===== src/rtl/core/staggered_grid_coeff_stencil_top_macros.svh =====
`ifndef STAGGERED_GRID_COEFF_STENCIL_TOP_MACROS_SVH
`define STAGGERED_GRID_COEFF_STENCIL_TOP_MACROS_SVH

// same-cycle implication
`define SGCS_ASSERT_IMPLIES(label, clk, rst, ante, cons) \
   label: assert property (@(posedge clk) disable iff (rst) (ante) |-> (cons)) \
      else $error("sgcs check failed");

// next-cycle implication
`define SGCS_ASSERT_NEXT(label, clk, rst, ante, cons) \
   label: assert property (@(posedge clk) disable iff (rst) (ante) |=> (cons)) \
      else $error("sgcs check failed");

`endif


===== src/rtl/core/sgcs_pkg.sv =====
`default_nettype none

package sgcs_pkg;

   localparam int COORD_W    = 6;
   localparam int GRID_W     = 7;
   localparam int SCALE_W    = 16;
   localparam int OUT_W      = SCALE_W + 1;
   localparam int CSR_IDX_W  = 3;
   localparam int CSR_DATA_W = 16;

   localparam int MAX_X = 64;
   localparam int MAX_Y = 64;
   localparam int MAX_Z = 64;

   localparam int MASK_DEPTH = MAX_X * MAX_Y * MAX_Z;
   localparam int MASK_AW    = (MASK_DEPTH > 1) ? $clog2(MASK_DEPTH) : 1;

   localparam int MAX_XY  = (MAX_X > MAX_Y) ? MAX_X : MAX_Y;
   localparam int MAX_XYZ = (MAX_XY > MAX_Z) ? MAX_XY : MAX_Z;
   localparam int EXT_BITS = $clog2(MAX_XYZ + 1);
   localparam int EXT_W   = (EXT_BITS > GRID_W) ? EXT_BITS : GRID_W;

   localparam int N_CELLS = 7;
   localparam int STEP_W  = 3;
   localparam logic [STEP_W-1:0] LAST_STEP = STEP_W'(N_CELLS - 1);

   localparam int CELL_C   = 0;
   localparam int CELL_XM  = 1;
   localparam int CELL_YM  = 2;
   localparam int CELL_ZM  = 3;
   localparam int CELL_XYM = 4;
   localparam int CELL_XZM = 5;
   localparam int CELL_YZM = 6;

   // {lower x, lower y, lower z} for each fetch step
   localparam logic [2:0] NEIGHBOR_SEL [N_CELLS] =
      '{3'b000, 3'b100, 3'b010, 3'b001, 3'b110, 3'b101, 3'b011};

   localparam logic MODE_LOAD  = 1'b0;
   localparam logic MODE_QUERY = 1'b1;

   localparam logic BOUNDARY_FREE  = 1'b0;
   localparam logic BOUNDARY_FIXED = 1'b1;

   localparam logic [1:0] FACTOR_ZERO = 2'd0;
   localparam logic [1:0] FACTOR_ONE  = 2'd1;
   localparam logic [1:0] FACTOR_TWO  = 2'd2;

   localparam logic [CSR_IDX_W-1:0] CSR_BOUNDARY_KIND  = 3'd0;
   localparam logic [CSR_IDX_W-1:0] CSR_GRID_X         = 3'd1;
   localparam logic [CSR_IDX_W-1:0] CSR_GRID_Y         = 3'd2;
   localparam logic [CSR_IDX_W-1:0] CSR_GRID_Z         = 3'd3;
   localparam logic [CSR_IDX_W-1:0] CSR_SHEAR_SCALE    = 3'd4;
   localparam logic [CSR_IDX_W-1:0] CSR_BUOYANCY_SCALE = 3'd5;

   typedef struct packed {
      logic               boundary_kind;
      logic [GRID_W-1:0]  grid_x;
      logic [GRID_W-1:0]  grid_y;
      logic [GRID_W-1:0]  grid_z;
      logic [SCALE_W-1:0] shear_scale;
      logic [SCALE_W-1:0] buoyancy_scale;
   } sgcs_cfg_type;

   typedef struct packed {
      logic               load;
      logic               zero;
      logic [N_CELLS-1:0] cells;
   } sgcs_result_type;

   function automatic logic [EXT_W-1:0] grid_extent(input logic [GRID_W-1:0] g,
                                                    input int maxv);
      if (g == '0 || int'(g) > maxv) begin
         return EXT_W'(maxv);
      end
      return EXT_W'(g);
   endfunction

   function automatic logic [MASK_AW-1:0] cell_addr(input logic [COORD_W-1:0] x,
                                                    input logic [COORD_W-1:0] y,
                                                    input logic [COORD_W-1:0] z);
      return MASK_AW'((int'(x) * MAX_Y + int'(y)) * MAX_Z + int'(z));
   endfunction

   function automatic logic [1:0] shear_factor(input logic kind, input logic [2:0] s);
      if (kind == BOUNDARY_FIXED) begin
         if (s >= 3'd3) return FACTOR_ONE;
         if (s == 3'd2) return FACTOR_TWO;
         return FACTOR_ZERO;
      end
      return (s == 3'd4) ? FACTOR_ONE : FACTOR_ZERO;
   endfunction

   function automatic logic [1:0] buoy_factor(input logic kind, input logic a,
                                              input logic b);
      logic [1:0] p;
      p = {1'b0, a} + {1'b0, b};
      if (p == 2'd2) return FACTOR_ONE;
      if (kind == BOUNDARY_FREE && p == 2'd1) return FACTOR_TWO;
      return FACTOR_ZERO;
   endfunction

   function automatic logic [OUT_W-1:0] scale_by(input logic [1:0] f,
                                                 input logic [SCALE_W-1:0] s);
      case (f)
         FACTOR_ONE: return {1'b0, s};
         FACTOR_TWO: return {s, 1'b0};
         default:    return '0;
      endcase
   endfunction

endpackage

`default_nettype wire


===== src/rtl/core/sgcs_coeff.sv =====
`default_nettype none

`include "staggered_grid_coeff_stencil_top_macros.svh"

module sgcs_coeff (
   input  wire logic                          clock,
   input  wire logic                          reset,
   input  wire sgcs_pkg::sgcs_cfg_type        cfg,
   input  wire sgcs_pkg::sgcs_result_type     res,
   output logic                               slot_free,
   output logic                               rsp_valid,
   input  wire logic                          rsp_ready,
   output logic [sgcs_pkg::OUT_W-1:0]         rsp_mu_yz,
   output logic [sgcs_pkg::OUT_W-1:0]         rsp_mu_xz,
   output logic [sgcs_pkg::OUT_W-1:0]         rsp_mu_xy,
   output logic [sgcs_pkg::OUT_W-1:0]         rsp_buoy_x,
   output logic [sgcs_pkg::OUT_W-1:0]         rsp_buoy_y,
   output logic [sgcs_pkg::OUT_W-1:0]         rsp_buoy_z
);
   import sgcs_pkg::*;

   logic               rsp_valid_ff;
   logic [OUT_W-1:0]   mu_yz_ff, mu_xz_ff, mu_xy_ff, buoy_x_ff, buoy_y_ff, buoy_z_ff;
   logic [OUT_W-1:0]   mu_yz_in, mu_xz_in, mu_xy_in, buoy_x_in, buoy_y_in, buoy_z_in;
   logic [2:0]         sum_yz, sum_xz, sum_xy;
   logic               c;

   assign c = res.cells[CELL_C];

   assign sum_yz = 3'(c) + 3'(res.cells[CELL_YM]) + 3'(res.cells[CELL_ZM]) +
                   3'(res.cells[CELL_YZM]);
   assign sum_xz = 3'(c) + 3'(res.cells[CELL_XM]) + 3'(res.cells[CELL_ZM]) +
                   3'(res.cells[CELL_XZM]);
   assign sum_xy = 3'(c) + 3'(res.cells[CELL_XM]) + 3'(res.cells[CELL_YM]) +
                   3'(res.cells[CELL_XYM]);

   always_comb begin
      if (res.zero) begin
         mu_yz_in  = '0;
         mu_xz_in  = '0;
         mu_xy_in  = '0;
         buoy_x_in = '0;
         buoy_y_in = '0;
         buoy_z_in = '0;
      end else begin
         mu_yz_in  = scale_by(shear_factor(cfg.boundary_kind, sum_yz), cfg.shear_scale);
         mu_xz_in  = scale_by(shear_factor(cfg.boundary_kind, sum_xz), cfg.shear_scale);
         mu_xy_in  = scale_by(shear_factor(cfg.boundary_kind, sum_xy), cfg.shear_scale);
         buoy_x_in = scale_by(buoy_factor(cfg.boundary_kind, c, res.cells[CELL_XM]),
                              cfg.buoyancy_scale);
         buoy_y_in = scale_by(buoy_factor(cfg.boundary_kind, c, res.cells[CELL_YM]),
                              cfg.buoyancy_scale);
         buoy_z_in = scale_by(buoy_factor(cfg.boundary_kind, c, res.cells[CELL_ZM]),
                              cfg.buoyancy_scale);
      end
   end

   assign slot_free = !rsp_valid_ff || rsp_ready;

   always_ff @(posedge clock) begin
      if (res.load) begin
         mu_yz_ff  <= mu_yz_in;
         mu_xz_ff  <= mu_xz_in;
         mu_xy_ff  <= mu_xy_in;
         buoy_x_ff <= buoy_x_in;
         buoy_y_ff <= buoy_y_in;
         buoy_z_ff <= buoy_z_in;
      end
      if (reset) begin
         rsp_valid_ff <= 1'b0;
      end else if (res.load) begin
         rsp_valid_ff <= 1'b1;
      end else if (rsp_ready) begin
         rsp_valid_ff <= 1'b0;
      end
   end

   assign rsp_valid  = rsp_valid_ff;
   assign rsp_mu_yz  = mu_yz_ff;
   assign rsp_mu_xz  = mu_xz_ff;
   assign rsp_mu_xy  = mu_xy_ff;
   assign rsp_buoy_x = buoy_x_ff;
   assign rsp_buoy_y = buoy_y_ff;
   assign rsp_buoy_z = buoy_z_ff;

   `SGCS_ASSERT_IMPLIES(a_load_into_free_slot, clock, reset, res.load, slot_free)
   `SGCS_ASSERT_NEXT(a_load_sets_valid, clock, reset, res.load, rsp_valid_ff)

endmodule

`default_nettype wire


===== config.mk =====
export PLATFORM = sky130hd
export DESIGN_NAME = sgcs_coeff
export DESIGN_NICKNAME = d
export VERILOG_FILES = /design/src/rtl/core/sgcs_pkg.sv /design/src/rtl/core/sgcs_coeff.sv
export VERILOG_INCLUDE_DIRS = /design/src /design/src/rtl/core
export SDC_FILE = /design/constraint.sdc
export NUM_CORES = 1
export LEC_CHECK = 0
export ABC_AREA = 0
export BUFFER_PORTS_ARGS = -buffer_cell sky130_fd_sc_hd__buf_2
export CORE_ASPECT_RATIO = 1.25
export CORE_MARGIN = 2
export CORE_UTILIZATION = 45
export DETAILED_ROUTE_END_ITERATION = 7
export PLACE_DENSITY = 0.71
export SYNTH_ARGS = -nofsm -noshare
export SYNTH_HDL_FRONTEND = slang
export SYNTH_SLANG_ARGS = --single-unit

===== constraint.sdc =====
create_clock -name clock -period 5.9 [get_ports clock]
set_clock_uncertainty 0.05 [all_clocks]
set_input_delay 0.295 -clock clock [delete_from_list [all_inputs] [get_ports clock]]
set_output_delay 0.295 -clock clock [all_outputs]
set_load 0.01 [all_outputs]

==> results.py <==
metrics = {
    "drt": {
        "wl_per_cell_um": 18.5,
        "via_per_inst": 5.80,
        "topRoutingLayerUsed": "met4",
        "drtIter0Drc": 211,
        "wl_met1_mm": 5.29,
        "dr.pass1.iters": 4,
        "wl_met3_um": 930,
        "ant_nets": 0,
        "vias": 4138,
        "drt-total-wl_mm": 13.2,
        "met2_length_mm": 6.60,
        "drc": 0,
    },
    "worst_setup_path": {
        "critical-path-max-stage-delay_ns": 0.87,
        "critPathArrivalTime_ns": 3.68,
        "crit_required_ns": 6.05,
        "path_class": "in2reg",
        "cpMaxStageDelayCell": "nor3b_2",
        "worstSetupEndpointType": "flip-flop",
        "start_kind": "primary input",
        "path_buf_inv": 1,
        "critPathMostFrequentCell": "ha_1",
        "critical_path.max_fanout": 18,
        "crit_family": "adder cells",
        "critical_path.cell_chain": "buf_2 > ha_1 > fa_1 > ha_1 > nand2b_1 > o22a_1 > ha_1 > nor3b_2 > a22o_1",
    },
    "synth": {
        "synthesis.instances": 427,
        "synth_cell_types": 34,
        "yosys_warnings": 0,
        "syn_area_per_cell_um2": 13.2,
        "syn_nets": 512,
        "seq_area_frac_synth_pct": 54.6,
        "ys_seq_elements": 103,
        "syn_area_mm2": 0.00564,
    },
    "layout": {
        "multiInputGateArea_mm2": 0.00227,
        "drive_gt1_share_pct": 36.4,
        "register_area_mm2": 0.00308,
        "fillCellCount": 1040,
        "syn_to_final_growth_pct": 17.4,
        "fin_nets": 630,
        "finalNonFillerCells": 713,
        "diodes": 0,
    },
    "sta": {
        "period_minus_slack_ns": 3.53,
        "worst_slew_pin_slew_ns": 1.05,
        "final_hold_viol_count": 0,
        "slew_headroom_pct": 30.0,
        "fin_crit_sh_pct": 59.8,
        "rsz0062_at_grt": "no",
        "maxSlewViolCount": 0,
        "fmax_mhz": 284,
        "fin_setup_tns_ns": 0,
        "holdWs_ns": 0.0548,
        "setup_violations": 0,
    },
    "power": {
        "power_frac_seq_pct": 49.5,
        "p_switching_uw": 457,
        "p_int_mw": 1.30,
        "p_leak_nw": 2.28,
        "p_comb_share_pct": 18.2,
        "max-vdd-ir-drop_mv": 0.122,
        "power_frac_clock_pct": 32.3,
        "powerDensity_mw_per_mm2": 265,
        "swShare_pct": 26.1,
    },
    "clocking": {
        "cts_tree": "yes",
        "clkLatencyLatePin_ns": 0.34,
        "ctsHtreeMaxLevel": 3,
        "clock-sinks": 103,
        "cts_root_buffer": "clkbuf_16",
        "cts_inserted_buffers": 9,
        "path_clk_slew_ns": 0.07,
        "cts-hold-fix-buffers": 0,
        "post_cts_buffers": 0,
        "clock_path_buffers": 2,
        "post_cts_resize_count": 0,
    },
    "die": {
        "die-area_mm2": 0.0135,
        "rows": 45,
        "dieWidth_um": 104,
        "die_y_um": 129,
        "boundaryPins": 170,
        "initial_core_util_pct": 46.2,
        "coreArea_mm2": 0.0122,
    },
    "outcome": {
        "status": "finished clean",
    },
    "global_routing": {
        "antenna_found_initial": 0,
        "overflow": 0,
        "grt_pass1_vias": 3990,
        "track_usage_pct": 19.5,
        "grt_pass1_wl_mm": 20.6,
        "grt_max_degree": 66,
    },
    "run": {
        "max_cap_viol_count": 0,
    },
    "place": {
        "port_buffers": 148,
        "gp_congestion": 0.810,
        "dp_hpwl_mm": 9.25,
        "dp_cells": 698,
    },
    "hold_path": {
        "worstHoldPathType": "in2reg",
    },
}
==> state kept, by name (all words and copies together), names as in the netlist <==
| signal | flops |
|---|---|
| rsp_buoy_z | 17 |
| rsp_mu_xy | 17 |
| rsp_valid | 1 |
| rsp_mu_yz | 17 |
| rsp_buoy_x | 17 |
| rsp_buoy_y | 17 |
| rsp_mu_xz | 17 |
==> cells in the final DEF, fill, tap and decap left out, drive strengths merged, types with 2 or more instances in the layout <==
master	count
nand2b	6
a22o	17
nor3	3
and2	7
a22oi	32
a21oi	2
edfxtp	102
nand2	47
and3	2
nor2b	2
clkbuf	10
buf	151
fa	3
or2	2
a221oi	45
ha	16
nand4bb	45
clkinv	3
inv	5
nor2	36
nand3	2
a21o	2
nor3b	2
==> worst paths after layout <==
kind / startpoint / to / slack, ns / cells past startpoint
worst max-delay path: res[0] / rsp_mu_xy[7]$_SDFFCE_PP0P_ / 2.37 / 9
worst min-delay path: reset / rsp_valid$_SDFFE_PP0P_ / 0.05 / 2
worst max register to register: rsp_valid$_SDFFE_PP0P_ / rsp_valid$_SDFFE_PP0P_ / 5.25 / 2
worst min register to register: rsp_valid$_SDFFE_PP0P_ / rsp_valid$_SDFFE_PP0P_ / 0.44 / 2
==> synth_stat cells, drive strengths merged <==
cell type	number	area share, %
nand2	47	3.1
a22o	17	2.6
fa	3	1.1
edfxtp	102	54
or2	2	0.22
nand2b	6	0.67
ha	16	3.5
and2	7	0.78
o22a	1	0.16
nor2b	2	0.22
a21oi	2	0.18
nor3b	2	0.44
clkbuf	12	0.80
o22ai	1	0.11
a21o	2	0.27
a221oi	45	10
or4b	1	0.24
nor4b	1	0.16
buf	32	3.9
and3	2	0.22
dfxtp	1	0.35
nor2	36	2.4
nand3	2	0.18
nand4bb	45	9.0
a22oi	32	4.3
nor3	3	0.27
inv	5	0.38
==> layout make-up <==
class                           instances  share of cell area, %
Clock inverter                          5                  0.755
Clock buffer                           10                   3.45
Timing Repair Buffer                  151                   11.6
Sequential cell                       103                   46.5
Tap cell                              164                   3.10
Inverter                                5                  0.321
Multi-Input combinational cell        275                   34.3
==> stage by stage <==
| step | setup slack [ns] | instance area [um^2] | total power [mW] | utilization [%] |
|---|---|---|---|---|
| floorplan | 2.99 | 5640 | 1.09 | - |
| global placement | 2.16 | 6350 | 1.19 | 52.0 |
| detailed placement | 2.05 | 6350 | 1.20 | 52.0 |
| CTS | 2.39 | 6630 | 1.76 | 54.3 |
| global route | 2.23 | 6630 | 1.82 | 54.3 |
| finish | 2.37 | 6630 | 1.75 | 54.3 |
==> power by group through the flow <==
| stage | clock, mW | sequential, mW | combinational (mW) |
|---|---|---|---|
| 2_1_floorplan | 0 | 0.914 | 0.176 |
| 3_3_place_gp | 0 | 0.884 | 0.311 |
| 3_5_place_dp | 0 | 0.885 | 0.319 |
| 4_1_cts | 0.575 | 0.870 | 0.320 |
| 5_1_grt | 0.602 | 0.874 | 0.349 |
| 6_report | 0.566 | 0.869 | 0.320 |
==> layer usage <==
metal / track usage (%) / vias to the layer above
met3: 5.23 / 29
li1: - / 1940
met4: 8.74 / 0
met1: 23.7 / 1997
met2: 32.9 / 172
met5: 0 / -
==> cell families (layout without fill, tap and decap cells) <==
group / Yosys count / after routing / synth area share (%)
compound gates: 100 / 100 / 17.8
fa+ha+maj: 19 / 19 / 4.61
buf+inv: 49 / 171 / 5.08
flops: 103 / 103 / 54.6
simple gates: 156 / 156 / 17.9
Power figures use the tool's default switching activity.
