**src/rtl/core/staggered_grid_coeff_stencil_top_macros.svh**
```systemverilog
`ifndef STAGGERED_GRID_COEFF_STENCIL_TOP_MACROS_SVH
`define STAGGERED_GRID_COEFF_STENCIL_TOP_MACROS_SVH

// same-cycle implication
`define SGCS_ASSERT_IMPLIES(label, clk, rst, ante, cons) \
   label: assert property (@(posedge clk) disable iff (rst) (ante) |-> (cons)) \
      else $error("sgcs check failed");

// next-cycle implication
`define SGCS_ASSERT_NEXT(label, clk, rst, ante, cons) \
   label: assert property (@(posedge clk) disable iff (rst) (ante) |=> (cons)) \
      else $error("sgcs check failed");

`endif

```
**src/rtl/core/sgcs_pkg.sv**
```systemverilog
`default_nettype none

package sgcs_pkg;

   localparam int COORD_W    = 6;
   localparam int GRID_W     = 7;
   localparam int SCALE_W    = 16;
   localparam int OUT_W      = SCALE_W + 1;
   localparam int CSR_IDX_W  = 3;
   localparam int CSR_DATA_W = 16;

   localparam int MAX_X = 64;
   localparam int MAX_Y = 64;
   localparam int MAX_Z = 64;

   localparam int MASK_DEPTH = MAX_X * MAX_Y * MAX_Z;
   localparam int MASK_AW    = (MASK_DEPTH > 1) ? $clog2(MASK_DEPTH) : 1;

   localparam int MAX_XY  = (MAX_X > MAX_Y) ? MAX_X : MAX_Y;
   localparam int MAX_XYZ = (MAX_XY > MAX_Z) ? MAX_XY : MAX_Z;
   localparam int EXT_BITS = $clog2(MAX_XYZ + 1);
   localparam int EXT_W   = (EXT_BITS > GRID_W) ? EXT_BITS : GRID_W;

   localparam int N_CELLS = 7;
   localparam int STEP_W  = 3;
   localparam logic [STEP_W-1:0] LAST_STEP = STEP_W'(N_CELLS - 1);

   localparam int CELL_C   = 0;
   localparam int CELL_XM  = 1;
   localparam int CELL_YM  = 2;
   localparam int CELL_ZM  = 3;
   localparam int CELL_XYM = 4;
   localparam int CELL_XZM = 5;
   localparam int CELL_YZM = 6;

   // {lower x, lower y, lower z} for each fetch step
   localparam logic [2:0] NEIGHBOR_SEL [N_CELLS] =
      '{3'b000, 3'b100, 3'b010, 3'b001, 3'b110, 3'b101, 3'b011};

   localparam logic MODE_LOAD  = 1'b0;
   localparam logic MODE_QUERY = 1'b1;

   localparam logic BOUNDARY_FREE  = 1'b0;
   localparam logic BOUNDARY_FIXED = 1'b1;

   localparam logic [1:0] FACTOR_ZERO = 2'd0;
   localparam logic [1:0] FACTOR_ONE  = 2'd1;
   localparam logic [1:0] FACTOR_TWO  = 2'd2;

   localparam logic [CSR_IDX_W-1:0] CSR_BOUNDARY_KIND  = 3'd0;
   localparam logic [CSR_IDX_W-1:0] CSR_GRID_X         = 3'd1;
   localparam logic [CSR_IDX_W-1:0] CSR_GRID_Y         = 3'd2;
   localparam logic [CSR_IDX_W-1:0] CSR_GRID_Z         = 3'd3;
   localparam logic [CSR_IDX_W-1:0] CSR_SHEAR_SCALE    = 3'd4;
   localparam logic [CSR_IDX_W-1:0] CSR_BUOYANCY_SCALE = 3'd5;

   typedef struct packed {
      logic               boundary_kind;
      logic [GRID_W-1:0]  grid_x;
      logic [GRID_W-1:0]  grid_y;
      logic [GRID_W-1:0]  grid_z;
      logic [SCALE_W-1:0] shear_scale;
      logic [SCALE_W-1:0] buoyancy_scale;
   } sgcs_cfg_type;

   typedef struct packed {
      logic               load;
      logic               zero;
      logic [N_CELLS-1:0] cells;
   } sgcs_result_type;

   function automatic logic [EXT_W-1:0] grid_extent(input logic [GRID_W-1:0] g,
                                                    input int maxv);
      if (g == '0 || int'(g) > maxv) begin
         return EXT_W'(maxv);
      end
      return EXT_W'(g);
   endfunction

   function automatic logic [MASK_AW-1:0] cell_addr(input logic [COORD_W-1:0] x,
                                                    input logic [COORD_W-1:0] y,
                                                    input logic [COORD_W-1:0] z);
      return MASK_AW'((int'(x) * MAX_Y + int'(y)) * MAX_Z + int'(z));
   endfunction

   function automatic logic [1:0] shear_factor(input logic kind, input logic [2:0] s);
      if (kind == BOUNDARY_FIXED) begin
         if (s >= 3'd3) return FACTOR_ONE;
         if (s == 3'd2) return FACTOR_TWO;
         return FACTOR_ZERO;
      end
      return (s == 3'd4) ? FACTOR_ONE : FACTOR_ZERO;
   endfunction

   function automatic logic [1:0] buoy_factor(input logic kind, input logic a,
                                              input logic b);
      logic [1:0] p;
      p = {1'b0, a} + {1'b0, b};
      if (p == 2'd2) return FACTOR_ONE;
      if (kind == BOUNDARY_FREE && p == 2'd1) return FACTOR_TWO;
      return FACTOR_ZERO;
   endfunction

   function automatic logic [OUT_W-1:0] scale_by(input logic [1:0] f,
                                                 input logic [SCALE_W-1:0] s);
      case (f)
         FACTOR_ONE: return {1'b0, s};
         FACTOR_TWO: return {s, 1'b0};
         default:    return '0;
      endcase
   endfunction

endpackage

`default_nettype wire

```
**src/rtl/core/sgcs_seq.sv**
```systemverilog
`default_nettype none

`include "staggered_grid_coeff_stencil_top_macros.svh"

module sgcs_seq (
   input  wire logic                            clock,
   input  wire logic                            reset,
   input  wire sgcs_pkg::sgcs_cfg_type          cfg,
   input  wire logic                            req_valid,
   output logic                                 req_ready,
   input  wire logic                            req_mode,
   input  wire logic [sgcs_pkg::COORD_W-1:0]    req_cell_x,
   input  wire logic [sgcs_pkg::COORD_W-1:0]    req_cell_y,
   input  wire logic [sgcs_pkg::COORD_W-1:0]    req_cell_z,
   input  wire logic                            req_solid,
   output logic                                 ram_en,
   output logic                                 ram_we,
   output logic [sgcs_pkg::MASK_AW-1:0]         ram_addr,
   output logic                                 ram_wdata,
   input  wire logic                            ram_rdata,
   input  wire logic                            slot_free,
   output sgcs_pkg::sgcs_result_type            res
);
   import sgcs_pkg::*;

   typedef enum logic [1:0] {ST_IDLE, ST_FETCH, ST_DRAIN, ST_DONE} state_type;

   state_type            state_ff, state_in;
   logic [COORD_W-1:0]   x_ff, y_ff, z_ff, xm_ff, ym_ff, zm_ff;
   logic [COORD_W-1:0]   x_in, y_in, z_in, xm_in, ym_in, zm_in;
   logic [STEP_W-1:0]    step_ff, step_in;
   logic [STEP_W-1:0]    rd_idx_ff, rd_idx_in;
   logic                 rd_pend_ff, rd_pend_in;
   logic [N_CELLS-1:0]   cells_ff, cells_in;
   logic                 zero_ff, zero_in;

   logic [EXT_W-1:0]     nx, ny, nz, nx_m1, ny_m1, nz_m1;
   logic                 accept, in_grid, in_storage;
   logic [2:0]           sel;
   logic [COORD_W-1:0]   ax, ay, az;

   assign nx    = grid_extent(cfg.grid_x, MAX_X);
   assign ny    = grid_extent(cfg.grid_y, MAX_Y);
   assign nz    = grid_extent(cfg.grid_z, MAX_Z);
   assign nx_m1 = nx - EXT_W'(1);
   assign ny_m1 = ny - EXT_W'(1);
   assign nz_m1 = nz - EXT_W'(1);

   assign req_ready  = (state_ff == ST_IDLE);
   assign accept     = req_valid && req_ready;
   assign in_grid    = (EXT_W'(req_cell_x) < nx) && (EXT_W'(req_cell_y) < ny) &&
                       (EXT_W'(req_cell_z) < nz);
   assign in_storage = (int'(req_cell_x) < MAX_X) && (int'(req_cell_y) < MAX_Y) &&
                       (int'(req_cell_z) < MAX_Z);

   assign sel = NEIGHBOR_SEL[step_ff];
   assign ax  = sel[2] ? xm_ff : x_ff;
   assign ay  = sel[1] ? ym_ff : y_ff;
   assign az  = sel[0] ? zm_ff : z_ff;

   assign ram_we    = accept && (req_mode == MODE_LOAD) && in_storage;
   assign ram_en    = ram_we || (state_ff == ST_FETCH);
   assign ram_wdata = req_solid;
   assign ram_addr  = (state_ff == ST_IDLE) ? cell_addr(req_cell_x, req_cell_y, req_cell_z)
                                            : cell_addr(ax, ay, az);

   assign res.load  = (state_ff == ST_DONE) && slot_free;
   assign res.zero  = zero_ff;
   assign res.cells = cells_ff;

   always_comb begin
      state_in   = state_ff;
      x_in       = x_ff;
      y_in       = y_ff;
      z_in       = z_ff;
      xm_in      = xm_ff;
      ym_in      = ym_ff;
      zm_in      = zm_ff;
      step_in    = step_ff;
      zero_in    = zero_ff;
      cells_in   = cells_ff;
      rd_pend_in = 1'b0;
      rd_idx_in  = step_ff;

      if (rd_pend_ff) begin
         cells_in[rd_idx_ff] = ram_rdata;
      end

      unique case (state_ff)
         ST_IDLE: begin
            if (accept && req_mode == MODE_QUERY) begin
               x_in    = req_cell_x;
               y_in    = req_cell_y;
               z_in    = req_cell_z;
               xm_in   = (req_cell_x == '0) ? nx_m1[COORD_W-1:0] : req_cell_x - 1'b1;
               ym_in   = (req_cell_y == '0) ? ny_m1[COORD_W-1:0] : req_cell_y - 1'b1;
               zm_in   = (req_cell_z == '0) ? nz_m1[COORD_W-1:0] : req_cell_z - 1'b1;
               step_in = '0;
               zero_in = !in_grid;
               state_in = in_grid ? ST_FETCH : ST_DONE;
            end
         end
         ST_FETCH: begin
            rd_pend_in = 1'b1;
            step_in    = step_ff + 1'b1;
            if (step_ff == LAST_STEP) begin
               step_in  = '0;
               state_in = ST_DRAIN;
            end
         end
         ST_DRAIN: begin
            state_in = ST_DONE;
         end
         ST_DONE: begin
            if (slot_free) begin
               state_in = ST_IDLE;
            end
         end
         default: begin
            state_in = ST_IDLE;
         end
      endcase
   end

   always_ff @(posedge clock) begin
      x_ff      <= x_in;
      y_ff      <= y_in;
      z_ff      <= z_in;
      xm_ff     <= xm_in;
      ym_ff     <= ym_in;
      zm_ff     <= zm_in;
      step_ff   <= step_in;
      rd_idx_ff <= rd_idx_in;
      cells_ff  <= cells_in;
      zero_ff   <= zero_in;
      if (reset) begin
         state_ff   <= ST_IDLE;
         rd_pend_ff <= 1'b0;
      end else begin
         state_ff   <= state_in;
         rd_pend_ff <= rd_pend_in;
      end
   end

   `SGCS_ASSERT_IMPLIES(a_write_only_idle, clock, reset, ram_we, state_ff == ST_IDLE)
   `SGCS_ASSERT_NEXT(a_fetch_returns_data, clock, reset, state_ff == ST_FETCH, rd_pend_ff)

endmodule

`default_nettype wire

```
**config.mk**
```make
export PLATFORM = sky130hd
export DESIGN_NAME = sgcs_seq
export DESIGN_NICKNAME = d
export VERILOG_FILES = /design/src/rtl/core/sgcs_pkg.sv /design/src/rtl/core/sgcs_seq.sv
export VERILOG_INCLUDE_DIRS = /design/src /design/src/rtl/core
export SDC_FILE = /design/constraint.sdc
export NUM_CORES = 1
export LEC_CHECK = 0
export BUFFER_PORTS_ARGS = -buffer_cell sky130_fd_sc_hd__buf_2
export CAP_MARGIN = 5
export CORE_AREA = 3 3 82 84
export CTS_CLUSTER_DIAMETER = 100
export CTS_CLUSTER_SIZE = 14
export DETAILED_ROUTE_END_ITERATION = 16
export DIE_AREA = 0 0 85 87
export PLACE_DENSITY = 0.81
export SETUP_SLACK_MARGIN = 0.05
export SYNTH_ARGS = -nofsm -noshare
export SYNTH_HDL_FRONTEND = slang
export SYNTH_SLANG_ARGS = --single-unit
export TNS_END_PERCENT = 50
```
**constraint.sdc**
```tcl
create_clock -name clock -period 3.2 [get_ports clock]
set_input_delay 0.16 -clock clock [delete_from_list [all_inputs] [get_ports clock]]
set_output_delay 0.16 -clock clock [all_outputs]
set_load 0.03 [all_outputs]
```
==> flow_metrics.env, run 1 <==
export IMPL_core_area_um2=5990
export IMPL_cts_tree="done"
export IMPL_mostFrequentLayoutCells="buf_2, edfxtp_1, nand2_1"
export IMPL_cap_viol_max_count=0
export IMPL_avgSynthCellArea_um2=10.2
export IMPL_fmax_mhz=410
export IMPL_rows=28
export IMPL_period_share=0.762
export IMPL_dieArea_um2=7400
export IMPL_syn_nets=430
export IMPL_layout_drive_gt1_share=0.229
export IMPL_grt_usage=0.180
export IMPL_grt_max_degree=44
export IMPL_ir_drop_mv=0.326
export IMPL_ctsLongestPathBuffers=2
export IMPL_crit_arrival_ns=2.28
export IMPL_cts_hold_buf=0
export IMPL_rsz0062_at_grt="false"
export IMPL_drt_wl_total_um=6550
export IMPL_firstDrtPassIters=4
export IMPL_syn_inst=324
export IMPL_htreeDepth=2
export IMPL_seq_area_frac_synth=0.462
export IMPL_drc=0
export IMPL_routedWlPerCell_um=13.9
export IMPL_initial_core_util=0.554
export IMPL_clkSinkCount=53
export IMPL_leakage_nw=1.60
export IMPL_path_cells="inv_1, ha_1, o21ai_1, mux2i_1, o21ai_0, buf_2"
export IMPL_layout_commonest_cell="buf_2"
export IMPL_p_per_area_nw_per_um2=597
export IMPL_vias=2618
export IMPL_post_cts_buffers=0
export IMPL_worst_pin_slew_ns=0.735
export IMPL_via_per_inst=5.53
export IMPL_cts_inserted_buffers=5
export IMPL_clk_pin_slew_worst_paths_ns=0.10
export IMPL_die_height_um=87
export IMPL_cts_root_buf="clkbuf_8"
export IMPL_grt_pass1_wl_um=10900
export IMPL_ios=110
export IMPL_drtIter0Drc=131
export IMPL_hold_class="primary input to register"
export IMPL_path_class="register to output port"
export IMPL_ant_nets=0
export IMPL_fin_crit_ns=2.44
export IMPL_synth_distinct_cells=46
export IMPL_cts_resized_gates=0
export IMPL_io_buffer_count=74
export IMPL_routabilityCongestion=0.864
export IMPL_start_kind="register"
export IMPL_tns_ns=0
export IMPL_die_w_um=85
export IMPL_hold_viol_final=0
export IMPL_critPathMaxFanout=6
export IMPL_ys_ff_latch=53
export IMPL_cp_slowest_stage_delay_ns=0.58
export IMPL_hpwl_um=5080
export IMPL_yosysWarnings=0
export IMPL_first_global_vias=2453
export IMPL_required_ns=3.04
export IMPL_holdWs_ns=0.0388
export IMPL_end_kind="output port"
export IMPL_grt_antenna_before_repair=0
export IMPL_clkLatencyLatePin_ns=0.31
export IMPL_critPathSlowestCell="o21ai_1"
export IMPL_slew_violations=0
export IMPL_area_growth_pct=15.8
export IMPL_synth_area_um2=3320
export IMPL_setup_viol=0
export IMPL_outcome="completed"
export IMPL_antenna_diode_count=0
export IMPL_slew_headroom=0.507
export IMPL_grt_overflow=0
export IMPL_fin_nets=503
export IMPL_fin_worst_skew_ns=0.00822
==> layout make-up <==
type	instances	area, um^2
tap	75	93.8
multi-input combinational	250	1700
inverter	11	41.3
timing repair buffer	76	385
clock buffer	5	68.8
fill	496	2150
clock inverter	3	21.3
sequential	53	1530
==> layer usage <==
metal / vias up / routed length (um) / track usage
li1: 1345 / - / -
met1: 1203 / 2810 / 0.226
met2: 64 / 3330 / 0.319
met3: 6 / 335 / 0.0227
met4: 0 / 86 / 0.0604
met5: - / 0 / 0
==> worst max-delay path, delay by kind of cell (launching register included) <==
kind                     cells  cell delay, ns
AO/OA/AOI/OAI                2            0.80
adder cells (fa/ha/maj)      1            0.24
buffers and inverters        2            0.34
flip-flops                   1            0.45
multiplexers                 1            0.15
==> cell usage after synthesis (all sizes together) <==
master	count	share of area
nor4	5	0.0094
or4	1	0.0034
a2bb2oi	1	0.0026
buf	2	0.0045
a211oi	4	0.0091
nand3b	2	0.0045
and3	2	0.0038
a21boi	2	0.0045
o211a	1	0.0030
o21ba	1	0.0030
a311oi	1	0.0026
and2	3	0.0057
nand2	29	0.033
dfxtp	6	0.036
nor3	15	0.023
a31oi	1	0.0019
inv	11	0.012
nand2b	18	0.034
nor2b	3	0.0057
o211ai	4	0.0091
xnor2	5	0.013
a21o	4	0.0091
clkbuf	8	0.0094
mux2	1	0.0034
a211o	3	0.0083
o21a	1	0.0023
edfxtp	47	0.43
o21bai	2	0.0045
ha	27	0.10
o31ai	3	0.0068
nand4	2	0.0038
or3	3	0.0072
o311ai	1	0.0026
xor2	1	0.0026
o21ai	30	0.045
mux2i	20	0.061
nand3	10	0.015
nor4b	5	0.013
a21oi	17	0.029
nor2	22	0.025
==> final timing paths <==
check	startpoint	end	slack, ns	cells after the start
min reg2reg	rd_idx_in[1]	rd_idx_ff[1]	0.47	0
max	rd_idx_in[0]	ram_addr[6]	0.76	6
max reg2reg	state_ff[0]	y_ff[0]	1.30	5
min	reset	rd_pend_ff	0.04	2
==> registers in the layout (all words and copies together) (netlist names) <==
signal and flops:
rd_idx_in 3, zm_ff 6, ym_ff 6, state_ff 2, y_ff 6, z_ff 6
zero_ff 1, rd_pend_ff 1, rd_idx_ff 3, x_ff 6, xm_ff 6, cells_ff 7
==> report_power, final <==
| group | internal [mW] | total, mW | switching (mW) |
|---|---|---|---|
| logic | 0.326 | 1.00 | 0.678 |
| clock network | 0.155 | 0.374 | 0.218 |
| registers | 0.867 | 0.913 | 0.0469 |
==> per-stage QoR <==
stage	std cells	cell area, um^2	total power, mW	worst slack [ns]	utilization
2_1_floorplan	324	3320	1.66	0.960	-
3_3_place_gp	465	3750	1.92	0.779	0.626
3_5_place_dp	465	3750	1.95	0.714	0.626
4_1_cts	473	3840	2.32	0.695	0.641
5_1_grt	473	3840	2.44	0.529	0.641
6_report	473	3840	2.29	0.763	0.641
==> logic make-up (layout without fill, tap and decap cells) <==
kind of cell,Yosys count,count (layout),share of synthesized area
flops,53,53,0.462
fa+ha+maj,27,27,0.102
compound gates,76,76,0.144
simple gates,120,120,0.186
buf+inv,21,95,0.0264
mux,21,21,0.0649
xor+xnor,6,6,0.0158
Note: power is estimated with default switching activity, not from simulation.
==> run 2: changes to the inputs <==
--- a/config.mk
+++ b/config.mk
@@ -8,12 +8,12 @@
 export LEC_CHECK = 0
 export BUFFER_PORTS_ARGS = -buffer_cell sky130_fd_sc_hd__buf_2
 export CAP_MARGIN = 5
-export CORE_AREA = 3 3 82 84
+export CORE_AREA = 3 3 89 91
 export CTS_CLUSTER_DIAMETER = 100
 export CTS_CLUSTER_SIZE = 14
 export DETAILED_ROUTE_END_ITERATION = 16
-export DIE_AREA = 0 0 85 87
-export PLACE_DENSITY = 0.81
+export DIE_AREA = 0 0 92 94
+export PLACE_DENSITY = 0.73
 export SETUP_SLACK_MARGIN = 0.05
 export SYNTH_ARGS = -nofsm -noshare
 export SYNTH_HDL_FRONTEND = slang
==> constraint.sdc (replaced) <==
create_clock -name clock -period 2.1 [get_ports clock]
set_input_delay 0.105 -clock clock [delete_from_list [all_inputs] [get_ports clock]]
set_output_delay 0.105 -clock clock [all_outputs]
set_load 0.03 [all_outputs]
==> run 2 against run 1 <==
  * Non-clock buffer count up 32
  * First-iteration DRC count down 55%
  * Critical path depth unchanged
  * Sequential share of layout area down 3.5 points
  * Clock-buffer cell count unchanged
  * Sequential cell count unchanged
  * Highest routed layer unchanged
==> flow_metrics.env, run 2 (synthesis results as in run 1) <==
export IMPL_grt_overflow=0
export IMPL_place_ws_ns=-0.0473
export IMPL_dpl_cell_area_um2=4030
export IMPL_holdWs_ns=0.0516
export IMPL_layout_commonest_cell="buf_2"
export IMPL_drc=0
export IMPL_required_ns=2.00
export IMPL_initial_core_util=0.460
export IMPL_grt_antenna_before_repair=0
export IMPL_crit_arrival_ns=1.91
export IMPL_ir_drop_mv=0.605
export IMPL_first_global_vias=2544
export IMPL_cap_viol_max_count=0
export IMPL_routedWlPerCell_um=13.3
export IMPL_path_class="register to output port"
export IMPL_area_growth_pct=27.0
export IMPL_setup_viol=0
export IMPL_layout_drive_gt1_share=0.309
export IMPL_top_register="cells_ff"
export IMPL_worstReg2RegStart="rd_idx_in[0]"
export IMPL_antenna_diode_count=0
export IMPL_cts_root_buf="clkbuf_8"
export IMPL_p_per_area_nw_per_um2=893
export IMPL_grt_usage=0.162
export IMPL_fin_worst_skew_ns=0.0102
export IMPL_critPathMaxFanout=6
export IMPL_fin_crit_ns=2.01
export IMPL_startpoint="rd_idx_in[0]"
export IMPL_grt_pass1_wl_um=11500
export IMPL_ant_nets=0
export IMPL_drt_wl_total_um=7020
export IMPL_p_switching_mw=1.51
export IMPL_rows=31
export IMPL_cp_endpoint="ram_addr[16]"
export IMPL_regToRegSetupSlack_ns=0.24
export IMPL_period_share=0.958
export IMPL_hpwl_um=5530
export IMPL_die_height_um=94
export IMPL_r2r_cells=7
export IMPL_fmax_mhz=497
export IMPL_slew_violations=0
export IMPL_via_per_inst=5.21
export IMPL_hold_viol_final=0
export IMPL_largest_reg_flops=7
export IMPL_outcome="completed"
export IMPL_end_kind="output port"
export IMPL_clkLatencyLatePin_ns=0.30
export IMPL_hold_class="primary input to register"
export IMPL_stdcell_area_um2=4210
export IMPL_core_area_um2=7210
export IMPL_routabilityCongestion=0.854
export IMPL_clk_pin_slew_worst_paths_ns=0.10
export IMPL_pwr_share_clk=0.151
export IMPL_dieArea_um2=8650
export IMPL_drtIter0Drc=59
export IMPL_ios=110
export IMPL_firstDrtPassIters=4
export IMPL_start_kind="register"
export IMPL_p_int_mw=2.25
export IMPL_p_sw_frac=0.401
export IMPL_worst_pin_slew_ns=0.608
export IMPL_io_buffer_count=74
export IMPL_htreeDepth=2
export IMPL_clkSinkCount=53
export IMPL_seqPwrFrac=0.370
export IMPL_mostFrequentLayoutCells="buf_2, edfxtp_1, buf_4"
export IMPL_vias=2758
export IMPL_grt_max_degree=44
export IMPL_p_comb_frac=0.480
export IMPL_cts_inserted_buffers=5
export IMPL_die_w_um=92
export IMPL_cts_tree="done"
export IMPL_ctsLongestPathBuffers=2
export IMPL_fin_nets=535
export IMPL_fin_ws_ns=0.0892
export IMPL_slew_headroom=0.591
export IMPL_rsz0062_at_grt="true"
export IMPL_reg2reg_to="state_ff[1]"
export IMPL_leakage_nw=1.76
run 2: changes by cell type in the layout (fill, tap and decap cells not counted), moves of 2 or more:
| cell | previous run | this run |
|---|---|---|
| mux2i_2 | 1 | 3 |
| buf_4 | 2 | 38 |
| buf_2 | 74 | 63 |
| buf_12 | 0 | 2 |
| inv_1 | 11 | 8 |
| buf_6 | 0 | 3 |
| mux2i_1 | 19 | 17 |
| ha_2 | 0 | 3 |
| ha_1 | 27 | 24 |
| o21ai_0 | 28 | 25 |
| inv_2 | 0 | 2 |
run 2: worst min-delay path by stage:
| stage | start | endpoint | slack (ns) | cells past startpoint |
|---|---|---|---|---|
| after global placement | req_solid | ram_wdata | 0.21 | 0 |
| final | req_cell_x[1] | x_ff[1] | 0.05 | 1 |
| after CTS | req_cell_x[1] | x_ff[1] | 0.04 | 1 |
| after global routing | req_cell_z[5] | z_ff[5] | 0.04 | 1 |
| after floorplan | reset | rd_pend_ff | 0.17 | 1 |
| after detailed placement | req_solid | ram_wdata | 0.21 | 0 |
run 2: power by group through the flow:
| stage | sequential, mW | combinational (mW) | clock (mW) |
|---|---|---|---|
| floorplan | 1.40 | 1.13 | 0 |
| global route | 1.41 | 1.97 | 0.622 |
| finish | 1.39 | 1.80 | 0.567 |
| global placement | 1.41 | 1.63 | 0 |
| CTS | 1.39 | 1.72 | 0.583 |
| detailed placement | 1.42 | 1.66 | 0 |
run 2: stage by stage:
step / setup TNS (ns) / std cells / power [mW] / utilization
6_report: 0 / 529 / 3.76 / 0.584
3_3_place_gp: 0 / 518 / 3.03 / 0.558
5_1_grt: -0.0380 / 529 / 4.01 / 0.584
3_5_place_dp: -0.0473 / 518 / 3.08 / 0.558
4_1_cts: 0 / 528 / 3.69 / 0.576
2_1_floorplan: -0.00385 / 324 / 2.53 / -
run 2: routing by layer:
layer  share of wire  vias up  track usage  wire length [um]
li1                -     1420            -                 -
met2            0.50       56        0.283              3490
met4          0.0073        0       0.0347                51
met1            0.45     1277        0.207              3130
met5               0        -            0                 0
met3           0.050        5       0.0345               351
run 2: critical path, cell delays in order (launching register included):
cell,delay [ns]
edfxtp_1,0.51
ha_2,0.24
mux2i_2,0.17
buf_6,0.17
mux2i_1,0.21
o21ai_0,0.12
buf_4,0.19
run 2: area by class of cell:
type | instances | area, um^2
Fill cell | 659 | 3000
Multi-Input combinational cell | 250 | 1730
Sequential cell | 53 | 1530
Timing Repair Buffer | 108 | 692
Tap cell | 99 | 124
Clock buffer | 5 | 68.8
Inverter | 11 | 45.0
Clock inverter | 3 | 20.0
run 2: what timing repair did:
action / 4_1_cts / 5_1_grt
gates resized for setup: 7 / 24
hold endpoints to repair: 2 / 0
endpoints found under the setup margin: 9 / 17
gates cloned: 0 / 0
buffers inserted: 1 / 1
hold buffers: 1 / 0
pin swaps: 0 / 1
